File: src/hw/rtl/pbs_pkg.sv
package pbs_pkg;

    localparam int PIX_W      = 24;
    localparam int LUMA_W     = 15;
    localparam int KEY_W      = LUMA_W + PIX_W;
    localparam int DEPTH_DFLT = 64;

    typedef struct packed {
        logic              valid;
        logic [LUMA_W-1:0] luma;
        logic [PIX_W-1:0]  pixel;
    } pbs_ent_t;

    typedef struct packed {
        logic insert;
        logic shift;
    } pbs_ctrl_t;

    function automatic logic [LUMA_W-1:0] luma_of(input logic [PIX_W-1:0] pix);
        logic [LUMA_W-1:0] r_term;
        logic [LUMA_W-1:0] g_term;
        logic [LUMA_W-1:0] b_term;
        r_term = LUMA_W'(pix[23:16]) * LUMA_W'(30);
        g_term = LUMA_W'(pix[15:8]) * LUMA_W'(59);
        b_term = LUMA_W'(pix[7:0]) * LUMA_W'(11);
        return r_term + g_term + b_term;
    endfunction

    // bit i: blue -> 3i, green -> 3i+1, red -> 3i+2
    function automatic logic [PIX_W-1:0] weave_bits(input logic [PIX_W-1:0] pix);
        logic [PIX_W-1:0] w;
        w = '0;
        for (int i = 0; i < 8; i++) begin
            w[3*i]     = pix[i];
            w[3*i + 1] = pix[i + 8];
            w[3*i + 2] = pix[i + 16];
        end
        return w;
    endfunction

    function automatic logic [KEY_W-1:0] key_of(input pbs_ent_t e);
        return {e.luma, weave_bits(e.pixel)};
    endfunction

endpackage

File: src/hw/rtl/pbs_cell.sv
module pbs_cell
    import pbs_pkg::*;
(
    input  logic      aclk,
    input  logic      aresetn,
    input  pbs_ctrl_t ctrl,
    input  pbs_ent_t  new_ent,
    input  pbs_ent_t  prev_ent,
    input  logic      prev_gt,
    input  pbs_ent_t  next_ent,
    output pbs_ent_t  ent,
    output logic      gt
);

    pbs_ent_t ent_reg;
    pbs_ent_t ent_next;

    // empty cells count as larger than anything
    assign gt = !ent_reg.valid || (key_of(ent_reg) > key_of(new_ent));

    always_comb begin
        ent_next = ent_reg;
        if (ctrl.shift) begin
            ent_next = next_ent;
        end else if (ctrl.insert && gt) begin
            ent_next = prev_gt ? prev_ent : new_ent;
        end
    end

    always_ff @(posedge aclk) begin
        if (!aresetn) begin
            ent_reg.valid <= 1'b0;
        end else begin
            ent_reg.valid <= ent_next.valid;
        end
    end

    always_ff @(posedge aclk) begin
        ent_reg.luma  <= ent_next.luma;
        ent_reg.pixel <= ent_next.pixel;
    end

    assign ent = ent_reg;

endmodule

File: config.mk
export PLATFORM = sky130hd
export DESIGN_NAME = pbs_cell
export DESIGN_NICKNAME = d
export VERILOG_FILES = /design/src/hw/rtl/pbs_pkg.sv /design/src/hw/rtl/pbs_cell.sv
export SDC_FILE = /design/constraint.sdc
export NUM_CORES = 1
export LEC_CHECK = 0
export ABC_CLOCK_PERIOD_IN_PS = 3900
export BUFFER_PORTS_ARGS = -buffer_cell sky130_fd_sc_hd__buf_2
export CAP_MARGIN = 20
export CORE_ASPECT_RATIO = 1.2
export CORE_MARGIN = 4
export CORE_UTILIZATION = 46
export DETAILED_ROUTE_END_ITERATION = 10
export PLACE_DENSITY_LB_ADDON = 0.12
export SETUP_SLACK_MARGIN = 0.15
export SYNTH_ARGS = -nofsm -noshare
export SYNTH_HDL_FRONTEND = slang
export SYNTH_SLANG_ARGS = --single-unit
File: constraint.sdc
create_clock -name aclk -period 3.9 [get_ports aclk]
set_input_delay 0.585 -clock aclk [delete_from_list [all_inputs] [get_ports aclk]]
set_output_delay 0.585 -clock aclk [all_outputs]
set_load 0.02 [all_outputs]
=== Word-level counts from Yosys, hierarchy flattened ===
Index checks and enable logic that the tools add are counted.

* Register bits after elaboration: 40
* Bits of input ports: 125
* Output and inout bits: 41
* Word-level logic and storage cells: 11

* Order comparisons: 1
* Multiplexer cells: 3
* Reductions and logical operators: 4

{| class="wikitable"
|+ Operator list
! kind !! number
|-
| 40-bit two-way mux || 3
|-
| 39-bit greater-than comparator || 1
|-
| 2-bit nonzero test || 1
|-
| 1-bit logical AND || 1
|-
| 1-bit zero test || 1
|-
| 1-bit logical OR || 1
|}

=== Depth between registers and ports, before layout ===
* Word-level depth: 5
* Mapped depth: 8
* Depth with buffers taken out: 8

=== Worst setup path after synthesis ===
OpenSTA, ideal clock, no wires.

* Path kind: in2reg
* Start: in new_ent[30] in the netlist's numbering
* End: reg ent_reg (netlist bit ent[0]) (enable)
* Setup time: 0.395 ns
* Data arrival time: 2.949 ns
* Data required time: 3.505 ns
* Path slack: 0.556 ns
* Stages on the path: 8
* Path buffers: 0
* Cells stage by stage: inv_1 > ha_1 > nand4_4 > nor4_4 > o2111ai_1 > o211a_1 > o211ai_2 > a21o_1

* Cells in the longest elaborated chain, start to end: 4

{| class="wikitable"
|+ Ends and longest elaborated chain
! what !! line !! RTL
|-
| start: declaration || pbs_cell.sv:7 || <nowiki>input pbs_ent_t new_ent,</nowiki>
|-
| 39-bit greater-than comparator || pbs_cell.sv:19 || <nowiki>assign gt = !ent_reg.valid || (key_of(ent_reg) > key_of(new_ent));</nowiki>
|-
| 1-bit logical OR || pbs_cell.sv:19 ||
|-
| named net gt || pbs_cell.sv:12 || <nowiki>output logic gt</nowiki>
|-
| 1-bit logical AND || pbs_cell.sv:25 || <nowiki>end else if (ctrl.insert && gt) begin</nowiki>
|-
| 2-bit nonzero test (no source line) || -- ||
|-
| end: declaration || pbs_cell.sv:15 || <nowiki>pbs_ent_t ent_reg;</nowiki>
|}

The timed path passes the listed nets, and every way through them passes these cells.
A chain may end at the register's enable or synchronous reset.

=== Worst setup path after layout ===
* Start: reg ent_reg (netlist bit ent[20])
* End: out gt

* Cells in the longest elaborated chain, start to end: 2

{| class="wikitable"
|+ Ends and longest elaborated chain
! what !! line
|-
| 39-bit greater-than comparator || pbs_cell.sv:19
|-
| 1-bit logical OR || pbs_cell.sv:19
|-
| end: declaration || pbs_cell.sv:12
|}

No other way between the ends.

==> out/qor.txt <==
Setup Fix Bufs, Post-CTS: 0
Number of flip-flops in the largest register: 40
Post-synth EDFFs: 39
Register clock-pin slew on the reported worst setup and hold paths: 0.08 ns
Worst min path class: primary input to register
Pwr Density: 317 nW/um^2
Syn_nets: 486
Ys flop type: edfxtp_1
Number of global-route vias before repair: 2,875
Commonest non-fill, non-tap cell in the layout: buf_2
Placed Instance Area: 3990 sq um
Total grt overflow: 0
Die height: 97.7 microns
Minimum clock period after layout: 2.93 ns
Via/cell ratio: 5.03
Clock buffer depth: 2
TNS Setup: 0 ns
Worst clock skew: 0.00917 ns
Inserted Clock Buffers: 5
Slew Viols, Final: 0
Post-DRT Antenna Nets: 0
Largest net degree at the start of global routing: 51
Hold Fails Final Rpt: 0
DP HPWL: 6950 microns
Routed wl met3: 643 microns
Max-cap violations: 0
Post-Route M1 WL: 3290 microns
Port-buffer cells: 165
1st-pass router iterations: 4
Gate Count Post-Synth: 322
Max-slew headroom: 51.3%
Worst Path Required: 3.31 ns
Initial core utilization: 47.5%
Endpoints failing setup: 0
Netlist cell types: 29
Worst slew pin tran: 0.730 ns
Kind of critical path: register to output pin
# hold bufs at CTS: 0
Reg2Reg Setup Slack: 1.10 ns
# DRC: 0
DRT iter0 DRCs: 107
Synthesized cell area: 3080 sq um
Clk sinks: 40
Routed wire length: 8260 microns
Die X: 82.7 microns
Gpl congestion: 0.757
RSZ-0062 raised after global routing: false
Seq/Total Area, Yosys: 38.6%
Synthesis Warnings: 0
Area of the core: 6490 sq um
Met2 wire len: 4260 microns
Via Count: 2,865
Area grow syn2layout: 33.0%
Power, Total: 1.30 mW
Full die area: 8080 sq um
Status: finished clean
Clock Latency Late Sink: 0.29 ns
Critical Path AT: 2.35 ns
Final instance area: 4100 sq um
Static Leakage: 2.18 nW
Worst-path maximum fanout: 3
Period utilization: 75.1%
Synth Register Bits: 40
# diodes: 0
Total GRT Usage: 20.6%
Antenna violations before repair: 0
Maximum vdd ir drop: 0.000156 V
FFs w/ async S/R, synth: 0%
Synth Area per Inst: 9.57 sq um
CTS tree: built
First-pass GRT wire length: 13,000 microns
H-tree levels: 2
Nets: 648
Clock Tree Root: clkbuf_8
Critical path launch point type: register
Layout cell share with drive strength beyond 1: 37.7%
CTS resizes: 0
Ports: 166
Top Metal Used: met4
Wire per inst: 14.5 microns
Most frequent cells in the layout: buf_2 (165), nand2_1 (47), o21ai_0 (45), inv_1 (41), mux2i_1 (40)
Top achievable clock speed: 341 MHz
Row cnt: 32
Crit end category: output pin
==> metrics by stage <==
step	hold slack [ns]	std cells	utilization (%)	worst slack (ns)
global placement	0.664	562	61.5	0.874
global route	0.554	570	63.2	0.722
finish	0.554	570	63.2	0.970
detailed placement	0.707	562	61.5	0.795
CTS	0.540	570	63.2	0.928
floorplan	0.718	322	-	0.556
==> report_power, final <==
group	switching (mW)	internal, mW	leakage, nW
logic	0.237	0.173	1.71
clock network	0.145	0.189	0.0541
registers	0.0253	0.529	0.410
total	0.408	0.891	2.18
==> path summary, 6_finish.rpt <==
path                   to    start  cells past startpoint
setup reg to reg  ent[35]  ent[20]                      8
hold reg to reg   ent[39]  ent[39]                      4
setup / recovery       gt  ent[20]                      7
hold / removal    ent[39]  ctrl[1]                      2
==> logic make-up after synthesis <==
kind of cell               Yosys count  share of synthesized area [%]
DFF                                 40                           38.6
adders and majority gates           39                           15.8
buffers and inverters               55                           6.86
AOI/OAI and AO/OA                   80                           14.6
muxes                               40                           13.0
and+or+nand+nor                     68                           11.1
==> Yosys cell counts, drive strengths merged (4+ instances only) <==
master / count / area [sq um]
a21o: 4 / 30.0
a21oi: 18 / 90.1
buf: 4 / 20.0
clkbuf: 10 / 37.5
edfxtp: 39 / 1170
ha: 39 / 488
inv: 41 / 154
mux2i: 40 / 400
nand2: 47 / 176
nand4: 8 / 86.3
nor2: 4 / 15.0
nor3: 4 / 20.0
o21ai: 48 / 240
==> critical path, cell delays in order (launching register included) <==
cell and delay [ns]:
edfxtp_1 0.40, ha_1 0.33, nand4_1 0.15, nor3_1 0.37
o2111ai_1 0.18, o211a_1 0.25, o211ai_2 0.17, buf_2 0.20
==> routing by layer <==
layer / vias to the layer above / track usage (%)
met3: 5 / 3.62
met4: 0 / 4.91
li1: 1477 / -
met2: 92 / 37.0
met1: 1291 / 24.7
met5: - / 0
==> layout make-up <==
type / count / area [sq um]
well taps: 85 / 106
multi-input cells: 227 / 1680
inverters: 41 / 154
clock inverters: 3 / 42.5
fillers: 607 / 2390
clock buffers: 5 / 68.8
repair buffers: 169 / 856
flip-flops and latches: 40 / 1190
Note: power is estimated with default switching activity, not from simulation.
